File: src/hdl/dlcws_pkg.sv
package dlcws_pkg;

	localparam int DIV_W = 51;
	localparam int IN_W = 48;
	localparam int OUT_W = 104;
	localparam int CFG_W = 32;
	localparam int CFG_IDX_W = 3;

	localparam logic signed [26:0] MG_PER_COUNT_K = 27'sd65536000;
	localparam logic [39:0] QUANT_HALF = 40'd12800;
	// floor(x / 100) = (x * Q_RECIP) >> 37 for any 32-bit x
	localparam logic [31:0] Q_RECIP = 32'h51eb851f;

	localparam logic [CFG_IDX_W-1:0] REG_TARE_A = 3'd0;
	localparam logic [CFG_IDX_W-1:0] REG_TARE_B = 3'd1;
	localparam logic [CFG_IDX_W-1:0] REG_CPG = 3'd2;
	localparam logic [CFG_IDX_W-1:0] REG_ALPHA_S = 3'd3;
	localparam logic [CFG_IDX_W-1:0] REG_ALPHA_M = 3'd4;
	localparam logic [CFG_IDX_W-1:0] REG_FAST = 3'd5;
	localparam logic [CFG_IDX_W-1:0] REG_DEAD = 3'd6;
	localparam logic [CFG_IDX_W-1:0] REG_ZREL = 3'd7;

	typedef enum logic [3:0] {
		OP_NONE,
		OP_MUL_A,
		OP_DIV_A,
		OP_MUL_B,
		OP_DIV_B,
		OP_MED,
		OP_MEDR,
		OP_FILT1,
		OP_FILT2,
		OP_QDIV,
		OP_QMUL,
		OP_SHOW,
		OP_EMIT,
		OP_ZERO
	} dp_op_t;

	typedef struct packed {
		logic cal;
		logic out_free;
		logic div_done;
	} dp_status_t;

endpackage

File: src/hdl/dlcws_ctrl.sv
module dlcws_ctrl (
	input  logic                    clk,
	input  logic                    arst_n,
	input  logic                    in_fire,
	input  dlcws_pkg::dp_status_t   status,
	output dlcws_pkg::dp_op_t       op,
	output logic                    ready
);
	import dlcws_pkg::*;

	typedef enum logic [3:0] {
		S_IDLE,
		S_MA,
		S_DA,
		S_WA,
		S_MB,
		S_DB,
		S_WB,
		S_MED,
		S_MEDR,
		S_F1,
		S_F2,
		S_Q,
		S_WQ,
		S_SHOW,
		S_OUTW
	} state_t;

	state_t  state_q;
	dp_op_t  op_q;
	logic    rdy_q;
	logic    zero_q;

	always_ff @(posedge clk or negedge arst_n) begin
		if (!arst_n) begin
			state_q <= S_IDLE;
			op_q <= OP_NONE;
			rdy_q <= 1'b1;
			zero_q <= 1'b0;
		end else begin
			op_q <= OP_NONE;
			case (state_q)
				S_IDLE: begin
					if (in_fire) begin
						rdy_q <= 1'b0;
						if (status.cal) begin
							op_q <= OP_MUL_A;
							zero_q <= 1'b0;
							state_q <= S_MA;
						end else begin
							zero_q <= 1'b1;
							state_q <= S_OUTW;
						end
					end
				end
				S_MA: begin
					op_q <= OP_DIV_A;
					state_q <= S_DA;
				end
				S_DA: state_q <= S_WA;
				S_WA: begin
					if (status.div_done) begin
						op_q <= OP_MUL_B;
						state_q <= S_MB;
					end
				end
				S_MB: begin
					op_q <= OP_DIV_B;
					state_q <= S_DB;
				end
				S_DB: state_q <= S_WB;
				S_WB: begin
					if (status.div_done) begin
						op_q <= OP_MED;
						state_q <= S_MED;
					end
				end
				S_MED: begin
					op_q <= OP_MEDR;
					state_q <= S_MEDR;
				end
				S_MEDR: begin
					op_q <= OP_FILT1;
					state_q <= S_F1;
				end
				S_F1: begin
					op_q <= OP_FILT2;
					state_q <= S_F2;
				end
				S_F2: begin
					op_q <= OP_QDIV;
					state_q <= S_Q;
				end
				S_Q: begin
					op_q <= OP_QMUL;
					state_q <= S_WQ;
				end
				S_WQ: begin
					op_q <= OP_SHOW;
					state_q <= S_SHOW;
				end
				S_SHOW: state_q <= S_OUTW;
				S_OUTW: begin
					if (status.out_free) begin
						op_q <= zero_q ? OP_ZERO : OP_EMIT;
						rdy_q <= 1'b1;
						state_q <= S_IDLE;
					end
				end
				default: begin
					state_q <= S_IDLE;
					rdy_q <= 1'b1;
				end
			endcase
		end
	end

	assign op = op_q;
	assign ready = rdy_q;

endmodule

File: config.mk
export PLATFORM = sky130hd
export DESIGN_NAME = dlcws_ctrl
export DESIGN_NICKNAME = d
export VERILOG_FILES = /design/src/hdl/dlcws_pkg.sv /design/src/hdl/dlcws_ctrl.sv
export SDC_FILE = /design/constraint.sdc
export NUM_CORES = 1
export LEC_CHECK = 0
export CORE_UTILIZATION = 47
export DETAILED_ROUTE_END_ITERATION = 12
export DONT_BUFFER_PORTS = 1
export HOLD_SLACK_MARGIN = 0.02
export SLEW_MARGIN = 20
export SYNTH_ARGS = -nofsm -noshare
export SYNTH_HDL_FRONTEND = slang
export SYNTH_SLANG_ARGS = --single-unit
File: constraint.sdc
create_clock -name clk -period 3.8 [get_ports clk]
set_clock_uncertainty 0.2 [all_clocks]
set_input_delay 0.38 -clock clk [delete_from_list [all_inputs] [get_ports clk]]
set_output_delay 0.38 -clock clk [all_outputs]
set_load 0.02 [all_outputs]
== Word-level counts from Yosys, hierarchy flattened ==
Index checks and enable logic that the tools add are counted.
Cells by class
  add/sub/neg operators: 0
  divide/modulo/power cells: 0
  reductions and logical operators: 5
  order comparisons: 0
  bitwise logic cells: 1
  shift-type cells: 0
  eq/ne operators: 18
  multipliers: 0
  mux-type cells: 17
Operator list (number)
  $pmux W4 S15: 1
  $pmux W4 S12: 1
  $eq A4 B4 Y1 const B: 7
  $mux W4: 6
  $eq A4 B3 Y1 const B: 4
  $reduce_or A13 Y1: 1
  $eq A4 B2 Y1 const B: 2
  $ne A2 B2 Y1 const B: 4
  $mux W1: 6
  $eq A4 B1 Y1 const B: 1
  $logic_not A4 Y1: 1
  $reduce_and A4 Y1: 1
  $mux W3: 1
  $pmux W1 S3: 1
  $reduce_and A3 Y1: 1
  $mux W2: 1
  $reduce_and A2 Y1: 1
  $not A1 Y1: 1
Storage, ports and cells
  logic and storage cells: 45
  bits in registers: 10
  bits of input ports: 6
  memory bits (writable): 0
  output and inout port bits: 5
  latch bits: 0
  ROM bits: 0
  memories kept: 0

== Depth between registers and ports, before layout ==
Gate-level depths: netlist of run 1.
  depth in word-level cells: 4
  mapped depth: 6
  mapped depth without buffers: 4

== Worst setup path before layout of run 1 ==
No wires, ideal clock.
  kind: flip-flop to flip-flop
  start: register state_q[2]
  end: register state_q[1]
  slack: 1987 ps
  period minus slack after synthesis: 1813 ps
  path buffers: 1
  arrival time: 1488 ps
  data required time: 3475 ps
  cell stages (with the launch flop): 6
  path through: dfrtp_1 buf_6 or4_4 a21oi_4 a21oi_2 mux2_4
On the way
  word-level cells in the longest chain between the ends: 3
Ends and longest elaborated chain
  start: declaration: RTL line dlcws_ctrl.sv:29  | state_t state_q;
  start signal: assignment: RTL line dlcws_ctrl.sv:36  | state_q <= S_IDLE;
  start signal: assignment: RTL line dlcws_ctrl.sv:49  | state_q <= S_MA;
  start signal: assignment: RTL line dlcws_ctrl.sv:52  | state_q <= S_OUTW;
  $eq A4 B4 Y1, or another cell as far along: RTL line dlcws_ctrl.sv:42  | case (state_q)
  $ne A2 B2 Y1 (no line)
  $reduce_and A4 Y1 (no line)
Parallel ways exist; a longest one is shown, timed or not.
A chain may end at the register's enable or synchronous reset.

== Worst setup path in the final report of run 1 ==
  start: register state_q[1]
  end: register state_q[2]
Same word-level chain as after synthesis.

==> results of run 1 <==
## registers in the layout, indices dropped and copies added, names as in the netlist
signal	flops
op	4
ready	1
state_q	4
zero_q	1
## critical path, delay by kind of cell (launching register included)
family	cells	cell delay, ps
muxes	1	300
DFF	1	590
and+or+nand+nor	1	630
AOI/OAI and AO/OA	2	230
## layer usage
layer / track usage (%) / vias to the layer above / share of wire, %
li1: - / 256 / -
met1: 26.81 / 241 / 48
met2: 31.67 / 22 / 45
met3: 4.624 / 2 / 6.5
met5: 0 / - / 0
met4: 10.34 / 0 / 0.30
## cell type report
cell class              count  area, um2  area share, %
multi-input cells          52      340.3          51.32
flip-flops and latches     10      251.5          37.92
clock buffers               4      36.28          5.472
well taps                  14      17.52          2.642
repair buffers              1      10.01          1.509
inverters                   2      7.507          1.132
## layout by cell type (no fill, tap or decap), types with 2 or more instances in the layout
cell type | netlist | layout
a21oi_1 | 4 | 4
and3_1 | 3 | 3
clkbuf_4 | 0 | 3
dfrtp_1 | 9 | 9
mux2_4 | 2 | 2
mux2i_1 | 3 | 3
nand2_1 | 8 | 8
nor2_1 | 7 | 7
nor3_1 | 2 | 2
nor4_1 | 2 | 2
o21ai_0 | 3 | 3
o22ai_1 | 2 | 2
## worst max path at each step
stage                           startpoint                      to  slack (ps)  cells after the start
finish              state_q[1]$_DFFE_PN0P_  state_q[2]$_DFFE_PN0P_        1740                      4
global route        state_q[1]$_DFFE_PN0P_  state_q[2]$_DFFE_PN0P_        1680                      4
CTS                 state_q[1]$_DFFE_PN0P_  state_q[2]$_DFFE_PN0P_        1750                      4
detailed placement  state_q[1]$_DFFE_PN0P_  state_q[2]$_DFFE_PN0P_        1770                      4
global placement    state_q[1]$_DFFE_PN0P_  state_q[2]$_DFFE_PN0P_        1780                      4
floorplan           state_q[2]$_DFFE_PN0P_  state_q[1]$_DFFE_PN0P_        1990                      5
## cell usage after synthesis, types with 2 or more instances
master | number | area share, %
clkbuf_1 | 4 | 2.4
and3_1 | 3 | 3.0
a21oi_1 | 4 | 3.2
dfrtp_1 | 9 | 36
nor4_1 | 2 | 2.0
nor3_1 | 2 | 1.6
mux2i_1 | 3 | 4.7
nand2_1 | 8 | 4.7
o22ai_1 | 2 | 2.0
o21ai_0 | 3 | 2.4
mux2_4 | 2 | 4.7
nor2_1 | 7 | 4.1
## what timing repair did
item | 4_1_cts | 5_1_grt
hold endpoints to repair | 10 | 0
buffers inserted | 0 | 0
hold buffers | 1 | 0
## report_power, final
group          switching, mW  internal (mW)  total [mW]
clock                 0.0390         0.0582      0.0972
combinational          0.106          0.143       0.250
sequential             0.150          0.162       0.312
## cell families (layout without fill, tap and decap cells)
logic type	count (synthesis)	after routing
buffers and inverters	9	7
multiplexers	5	5
AND/OR/NAND/NOR	27	27
flip-flops	10	10
XOR/XNOR	1	1
AO/OA/AOI/OAI	19	19
## metrics by stage
| step | total power [mW] | setup WS (ps) | std cells |
|---|---|---|---|
| 2_1_floorplan | 0.5282 | 1987 | 71 |
| 6_report | 0.6584 | 1741 | 83 |
| 3_3_place_gp | 0.5514 | 1778 | 78 |
| 3_5_place_dp | 0.5608 | 1770 | 78 |
| 5_1_grt | 0.7054 | 1677 | 83 |
| 4_1_cts | 0.6607 | 1754 | 83 |
==> flow_metrics.env, run 1 <==
export IMPL_syn_avg_cell_area_um2=8.935
export IMPL_synth_xor_xnor_area_share_pct=1.381
export IMPL_yosysUniqueCellTypes=34
export IMPL_post_route_min_period_ps=2059
export IMPL_worstPathMaxFanout=20
export IMPL_clk_pin_slew_ps=70
export IMPL_wirelength_um=1332
export IMPL_r2r_end="state_q[2]$_DFFE_PN0P_"
export IMPL_antenna_left=0
export IMPL_synthMuxAreaShare_pct=9.467
export IMPL_cp_end_kind="flip-flop"
export IMPL_dp_hpwl_um=903.8
export IMPL_grt_pass1_wl_um=1994
export IMPL_rsz0062_at_grt="no"
export IMPL_fmax_mhz=485.7
export IMPL_setup_viol=0
export IMPL_peakVddDrop_v=0.0004031
export IMPL_dieHeight_um=38.74
export IMPL_place_gp_congestion=0.7746
export IMPL_p_leak_nw=0.2779
export IMPL_reg2reg_depth=4
export IMPL_yosys_area_share_simple_pct=21.30
export IMPL_place_area_um2=616.8
export IMPL_post_route_drc_count=0
export IMPL_route_detailed_wl_per_inst_um=16.05
export IMPL_vias=521
export IMPL_synth_edf_count=0
export IMPL_worstHoldPathType="in -> reg"
export IMPL_vias_per_cell=6.277
export IMPL_cts_sinks=10
export IMPL_netlist_instances=71
export IMPL_cts_made_buffers=3
export IMPL_r2r_setup_slack_ps=1740
export IMPL_ctsResizeCount=0
export IMPL_status="completed"
export IMPL_coreArea_um2=1186
export IMPL_final_max_slew_viol_count=0
export IMPL_path_class="reg -> reg"
export IMPL_whs_ps=60.45
export IMPL_nNetsFinal=76
export IMPL_hold_viol=0
export IMPL_fin_crit_sh_pct=54.18
export IMPL_netlist_area_um2=634.4
export IMPL_min_path_cells=2
export IMPL_required_ps=3760
export IMPL_rr_startpoint="state_q[1]$_DFFE_PN0P_"
export IMPL_arrival_ps=2020
export IMPL_yosysWarnings=0
export IMPL_timing_setup_tns_ps=0
export IMPL_drive_gt1_share_pct=14.49
export IMPL_path_cells="or4_4 > a21oi_4 > a21oi_2 > mux2_4"
export IMPL_syn_to_final_growth_pct=4.537
export IMPL_synthArstFlopShare_pct=100.0
export IMPL_synthAdderAreaFrac_pct=0
export IMPL_fillers=107
export IMPL_grt_pass1_vias=459
export IMPL_syn_nets=77
export IMPL_grt_overflow=0
export IMPL_antenna_cells=0
export IMPL_slew_headroom_pct=58.50
export IMPL_fin_area_um2=663.1
export IMPL_initial_utilization_pct=53.48
export IMPL_clockBufferDepth=2
export IMPL_grt_antenna_before_repair=0
export IMPL_cts_root_buf="clkbuf_4"
export IMPL_firstDrtPassIters=4
export IMPL_drt_iter0_drc=18
export IMPL_fp_row_count=12
export IMPL_worst_pin_slew_ps=622.5
export IMPL_synth_compound_area_share_pct=21.50
export IMPL_clk_latency_ps=270
export IMPL_fin_util_pct=55.91
export IMPL_synth_main_ff_cell="dfrtp_1"
export IMPL_crit_path_max_incr_delay_ps=630
export IMPL_slowest_stage="or4_4"
export IMPL_ys_seq_area_share_pct=39.64
export IMPL_portBuffers=0
export IMPL_worstHoldStart="status[0]"
export IMPL_synth_top_family_by_area="compound AO/OA/AOI/OAI gates"
export IMPL_grt_max_degree=21
export IMPL_synth_seq_cells=10
export IMPL_ios=11
export IMPL_grt_usage_pct=20.61
export IMPL_power_density_nw_per_um2=992.9
export IMPL_startpoint_type="flip-flop"
export IMPL_max_cap_violations=0
export IMPL_die_width_um=38.74
export IMPL_dieArea_um2=1501
export IMPL_cts_tree="built"
export IMPL_hold_path_end="op[0]$_DFF_PN0_"
export IMPL_htree_levels=1
No activity file was read; power rests on OpenSTA's default activity.
==> run 2: changes to the inputs <==
--- a/config.mk
+++ b/config.mk
@@ -5,6 +5,7 @@
 export SDC_FILE = /design/constraint.sdc
 export NUM_CORES = 1
 export LEC_CHECK = 0
+export ABC_AREA = 1
 export CORE_UTILIZATION = 47
 export DETAILED_ROUTE_END_ITERATION = 12
 export DONT_BUFFER_PORTS = 1
==> constraint.sdc (replaced) <==
create_clock -name clk -period 2.1 [get_ports clk]
set_clock_uncertainty 0.2 [all_clocks]
set_input_delay 0.21 -clock clk [delete_from_list [all_inputs] [get_ports clk]]
set_output_delay 0.21 -clock clk [all_outputs]
set_load 0.02 [all_outputs]
==> run 2 against run 1 <==
Core utilization grew 2.6 points; combinational power grew 130%; via count grew 14%; sequential share of layout area shrank 4.5 points; flip-flop and latch count is the same; area after synthesis grew 2.0%; critical path depth grew 1; final cell count grew 41%; global-route usage grew 3.0 points; clock power grew 77%; wire length grew 6.8%; maximum frequency grew 32%.
==> flow_metrics.env, run 2 <==
export IMPL_portBuffers=0
export IMPL_synthArstFlopShare_pct=100.0
export IMPL_hold_buffers=5
export IMPL_clk_pin_slew_ps=70
export IMPL_arrival_ps=1510
export IMPL_hold_viol=0
export IMPL_reg2reg_depth=5
export IMPL_synthMuxAreaShare_pct=0
export IMPL_grt_pass1_vias=543
export IMPL_yosys_area_top_type="dfrtp_1"
export IMPL_multi_input_area_um2=339.1
export IMPL_grt_antenna_before_repair=0
export IMPL_clockBufferDepth=2
export IMPL_cts_made_buffers=3
export IMPL_htree_levels=1
export IMPL_synth_xor_xnor_area_share_pct=0
export IMPL_timing_setup_tns_ps=0
export IMPL_final_max_slew_viol_count=0
export IMPL_dieArea_um2=1529
export IMPL_cp_end_kind="flip-flop"
export IMPL_required_ps=2060
export IMPL_peakVddDrop_v=0.0007921
export IMPL_fmax_mhz=643.5
export IMPL_die_width_um=39.10
export IMPL_netlist_instances=93
export IMPL_place_area_um2=665.6
export IMPL_final_common_cell="nand2_1"
export IMPL_cts_root_buf="clkbuf_4"
export IMPL_grt_overflow=0
export IMPL_rr_startpoint="state_q[2]$_DFFE_PN0P_"
export IMPL_grt_max_degree=11
export IMPL_synth_seq_cells=10
export IMPL_synth_most_common_cell="nand2_1"
export IMPL_coreArea_um2=1285
export IMPL_fp_row_count=13
export IMPL_grt_pass1_wl_um=2311
export IMPL_netlist_area_um2=646.9
export IMPL_cp_startpoint="state_q[2]$_DFFE_PN0P_"
export IMPL_fin_ws_ps=546.1
export IMPL_yosys_area_share_simple_pct=47.39
export IMPL_nNetsFinal=109
export IMPL_crit_path_end="zero_q$_DFFE_PN0P_"
export IMPL_place_gp_congestion=0.8681
export IMPL_vias_per_cell=5.077
export IMPL_drive_gt1_share_pct=16.67
export IMPL_antenna_left=0
export IMPL_synthAdderAreaFrac_pct=0
export IMPL_place_ws_ps=565.5
export IMPL_r2r_setup_slack_ps=550
export IMPL_p_total_mw=1.188
export IMPL_syn_avg_cell_area_um2=6.956
export IMPL_worstPathMaxFanout=7
export IMPL_initial_utilization_pct=50.34
export IMPL_startpoint_type="flip-flop"
export IMPL_worstHoldPathType="in -> reg"
export IMPL_ios=11
export IMPL_yosysWarnings=0
export IMPL_vias=594
export IMPL_max_cap_violations=0
export IMPL_worst_pin_slew_ps=445.6
export IMPL_slew_headroom_pct=70.20
export IMPL_cts_sinks=10
export IMPL_grt_usage_pct=23.65
export IMPL_firstDrtPassIters=4
export IMPL_fin_area_um2=752.0
export IMPL_path_class="reg -> reg"
export IMPL_syn_to_final_growth_pct=16.25
export IMPL_regArea_um2=251.5
export IMPL_final_cell_mix="nand2_1 (32), inv_1 (13), nand3_1 (9), dfrtp_1 (9), nor2_1 (8)"
export IMPL_route_detailed_wl_per_inst_um=12.16
export IMPL_synthTopCellsByArea="dfrtp_1 (35%), nand2_1 (19%), inv_1 (7.5%)"
export IMPL_p_leak_nw=0.4170
export IMPL_syn_nets=99
export IMPL_fin_util_pct=58.52
export IMPL_synth_edf_count=0
export IMPL_cts_tree="built"
export IMPL_drt_iter0_drc=14
export IMPL_post_route_drc_count=0
export IMPL_wirelength_um=1423
export IMPL_dieHeight_um=39.10
export IMPL_synth_top_area_share_pct=34.82
export IMPL_power_density_nw_per_um2=1580
export IMPL_cts_setup_buffers=0
export IMPL_status="completed"
export IMPL_clk_latency_ps=260
export IMPL_antenna_cells=0
export IMPL_rsz0062_at_grt="no"
export IMPL_synth_top_family_by_area="simple AND/OR/NAND/NOR gates"
export IMPL_yosysUniqueCellTypes=18
export IMPL_ys_seq_area_share_pct=38.88
export IMPL_dp_hpwl_um=1104
export IMPL_r2r_end="zero_q$_DFFE_PN0P_"
export IMPL_synthTopCellsByCount="nand2_1 (32), inv_1 (13), dfrtp_1 (9), nand3_1 (9), nor2_1 (8)"
export IMPL_fillers=114
export IMPL_synth_compound_area_share_pct=5.029
export IMPL_synth_main_ff_cell="dfrtp_1"
export IMPL_fin_crit_sh_pct=74.00
export IMPL_ctsResizeCount=0
export IMPL_post_route_min_period_ps=1554
export IMPL_setup_viol=0
==> run 2: through the flow <==
| stage | hold WS [ps] | std cells |
|---|---|---|
| 3_5_place_dp | -285.4 | 108 |
| 2_1_floorplan | -285.6 | 93 |
| 4_1_cts | 78.38 | 117 |
| 3_3_place_gp | -285.4 | 108 |
| 5_1_grt | 120.6 | 117 |
| 6_report | 85.60 | 117 |
==> run 2: report_power, final <==
part | switching (mW) | internal, mW
registers | 0.135 | 0.296
clock network | 0.0670 | 0.105
logic | 0.382 | 0.202
==> run 2: final cells by class <==
type	instances	share of cell area, %
clock buffers	4	4.825
repair buffers	5	6.656
flip-flops and latches	10	33.44
inverters	15	7.488
well taps	15	2.496
multi-input cells	68	45.09
==> run 2: worst min path at each step <==
stage	from	to	slack (ps)	cells after the start
2_1_floorplan	arst_n	op[0]$_DFF_PN0_	-290	0
3_5_place_dp	arst_n	op[3]$_DFF_PN0_	-290	0
4_1_cts	status[2]	state_q[1]$_DFFE_PN0P_	80	5
5_1_grt	status[2]	state_q[1]$_DFFE_PN0P_	120	5
6_report	status[2]	state_q[1]$_DFFE_PN0P_	90	5
3_3_place_gp	arst_n	op[1]$_DFF_PN0_	-290	0
==> run 2: kinds of logic (layout without fill, tap and decap cells) <==
| family | Yosys count | count (layout) |
|---|---|---|
| AND/OR/NAND/NOR | 63 | 63 |
| buffers and inverters | 15 | 24 |
| flip-flops | 10 | 10 |
| AO/OA/AOI/OAI | 5 | 5 |
==> run 2: per-layer routing <==
layer | routed length [um] | track usage, % | share of wire, % | up-vias
li1 | - | - | - | 308
met1 | 611 | 25.00 | 43 | 274
met2 | 742 | 40.42 | 52 | 10
met3 | 51 | 10.98 | 3.6 | 2
met4 | 17 | 8.621 | 1.2 | 0
met5 | 0 | 0 | 0 | -
==> run 2: worst max-delay path, stage by stage (launching register included) <==
cell and delay (ps):
dfrtp_1 460, nor2_2 280, nand2_1 130, inv_1 120, nand3_1 120, a21boi_1 150
==> run 3: changes to the inputs <==
--- a/config.mk
+++ b/config.mk
@@ -5,7 +5,7 @@
 export SDC_FILE = /design/constraint.sdc
 export NUM_CORES = 1
 export LEC_CHECK = 0
-export ABC_AREA = 1
+export ABC_AREA = 0
 export CORE_UTILIZATION = 47
 export DETAILED_ROUTE_END_ITERATION = 12
 export DONT_BUFFER_PORTS = 1
==> constraint.sdc (replaced) <==
create_clock -name clk -period 1.4 [get_ports clk]
set_clock_uncertainty 0.2 [all_clocks]
set_input_delay 0.14 -clock clk [delete_from_list [all_inputs] [get_ports clk]]
set_output_delay 0.14 -clock clk [all_outputs]
set_load 0.02 [all_outputs]
==> run 3 against run 2 <==
The run now ends with negative setup slack left; non-clock buffer count grew 10; first-iteration DRC count shrank 57%; sequential share of layout area shrank 1.4 points; via count shrank 8.4%; flip-flop and latch count is the same; worst hold slack lost 30 ps; highest routed layer is now met3; register-to-register slack lost 880 ps; clock-buffer cell count is the same; combinational power grew 97%; largest power group unchanged; wire length grew 1.5%.
==> flow_metrics.env, run 3 (synthesis results as in run 1) <==
export IMPL_p_total_mw=2.018
export IMPL_post_route_min_period_ps=1738
export IMPL_power_density_nw_per_um2=2569
export IMPL_vias=544
export IMPL_cp_end_kind="flip-flop"
export IMPL_nNetsFinal=90
export IMPL_fp_row_count=12
export IMPL_clk_latency_ps=270
export IMPL_antenna_left=0
export IMPL_violations="negative setup slack"
export IMPL_cts_made_buffers=3
export IMPL_cts_sinks=10
export IMPL_syn_to_final_growth_pct=23.87
export IMPL_grt_overflow=0
export IMPL_grt_pass1_wl_um=2546
export IMPL_route_detailed_wl_per_inst_um=14.90
export IMPL_hold_viol=0
export IMPL_p_leak_nw=0.3464
export IMPL_worst_pin_slew_ps=465.3
export IMPL_post_route_drc_count=0
export IMPL_final_max_slew_viol_count=0
export IMPL_place_gp_congestion=0.7744
export IMPL_setup_viol=7
export IMPL_crit_buf_inv=0
export IMPL_cts_setup_buffers=0
export IMPL_crit_path_max_incr_delay_ps=530
export IMPL_rsz0062_at_grt="yes"
export IMPL_critPathTopFamily="simple AND/OR/NAND/NOR gates"
export IMPL_fmax_mhz=575.3
export IMPL_firstDrtPassIters=2
export IMPL_die_width_um=38.74
export IMPL_coreArea_um2=1186
export IMPL_status="finished with violations"
export IMPL_path_class="reg -> reg"
export IMPL_portBuffers=0
export IMPL_timing_setup_tns_ps=-1164
export IMPL_regArea_um2=251.5
export IMPL_grt_pass1_vias=578
export IMPL_ios=11
export IMPL_max_cap_violations=0
export IMPL_final_common_cell="dfrtp_1"
export IMPL_vias_per_cell=5.608
export IMPL_startpoint_type="flip-flop"
export IMPL_whs_ps=55.36
export IMPL_cts_root_buf="clkbuf_4"
export IMPL_drive_gt1_share_pct=24.10
export IMPL_dp_hpwl_um=960.9
export IMPL_worstHoldPathType="in -> async"
export IMPL_clk_pin_slew_ps=70
export IMPL_path_cells="or4_4 > a21oi_4 > a21oi_2 > mux2_4"
export IMPL_dieArea_um2=1501
export IMPL_peakVddDrop_v=0.001282
export IMPL_drt_iter0_drc=6
export IMPL_final_cell_mix="dfrtp_1 (9), nand2_1 (8), buf_4 (8), nor2_1 (7), dlygate4sd3_1 (5)"
export IMPL_htree_levels=1
export IMPL_wirelength_um=1445
export IMPL_clockBufferDepth=2
export IMPL_slowest_stage="or4_4"
export IMPL_required_ps=1350
export IMPL_cts_tree="built"
export IMPL_initial_utilization_pct=53.48
export IMPL_fillers=102
export IMPL_grt_antenna_before_repair=0
export IMPL_dieHeight_um=38.74
export IMPL_arrival_ps=1690
export IMPL_antenna_cells=0
export IMPL_fin_ws_ps=-338.1
export IMPL_multi_input_area_um2=340.3
export IMPL_grt_max_degree=20
export IMPL_place_ws_ps=-373.5
export IMPL_fin_crit_sh_pct=124.2
export IMPL_place_area_um2=691.9
export IMPL_grt_usage_pct=25.51
export IMPL_slew_headroom_pct=68.88
export IMPL_fin_area_um2=785.8
export IMPL_worstPathMaxFanout=3
[run 3: cell types whose count changed in the layout (fill, tap and decap cells not counted), sizes merged, moves of 3 or more]
cell	delta
nand4	-3
nand2	-26
nor2	-7
a21oi	+5
inv	-14
and3	+3
buf	+10
nand3	-10
mux2i	+3
[run 3: worst paths after layout]
check / from / to / slack [ps] / cells after the start
worst max-delay path: state_q[1]$_DFFE_PN0P_ / state_q[2]$_DFFE_PN0P_ / -340 / 4
worst min-delay path: arst_n / op[1]$_DFF_PN0_ / 60 / 1
worst max register to register: state_q[1]$_DFFE_PN0P_ / state_q[2]$_DFFE_PN0P_ / -340 / 4
worst min register to register: zero_q$_DFFE_PN0P_ / zero_q$_DFFE_PN0P_ / 310 / 1
max in group asynchronous: arst_n / ready$_DFFE_PN1P_ / 600 / 1
min in group clk: in_fire / state_q[3]$_DFFE_PN0P_ / 100 / 4
[run 3: per-stage QoR]
stage | instances | util (%)
after floorplan | 71 | -
after global placement | 88 | 58.33
after detailed placement | 88 | 58.33
after CTS | 97 | 66.24
after global routing | 97 | 66.24
final | 97 | 66.24
[run 3: timing repair]
item,in CTS,in global routing
hold buffers,5,0
pin swaps,2,0
setup endpoints to repair,7,9
hold endpoints to repair,20,0
gates resized for setup,2,0
[run 3: per-layer routing]
metal,GRT usage (%),part of all wire [%],vias to the layer above
li1,-,-,278
met1,31.65,45,254
met2,40.42,51,12
met3,10.40,4.2,0
met4,6.897,0,0
met5,0,0,-
[run 3: cell type report]
type,instances,area share [%]
tap,14,2.229
clock buffer,4,4.618
inverter,2,0.9554
sequential,10,32.01
timing repair buffer,15,16.88
multi-input combinational,52,43.31
[run 3: worst reg2reg max path, delay by kind of cell (launching register included)]
family / cells / cell delay, ps
mux: 1 / 300
compound gates: 2 / 220
simple gates: 1 / 530
flops: 1 / 380
[run 3: report_power, final]
| part | internal (mW) | total (mW) | switching, mW | leakage, nW |
|---|---|---|---|---|
| Combinational | 0.569 | 1.15 | 0.578 | 0.205 |
| Clock | 0.158 | 0.264 | 0.106 | 0.0210 |
| Sequential | 0.445 | 0.607 | 0.162 | 0.121 |
| Total | 1.17 | 2.02 | 0.846 | 0.346 |
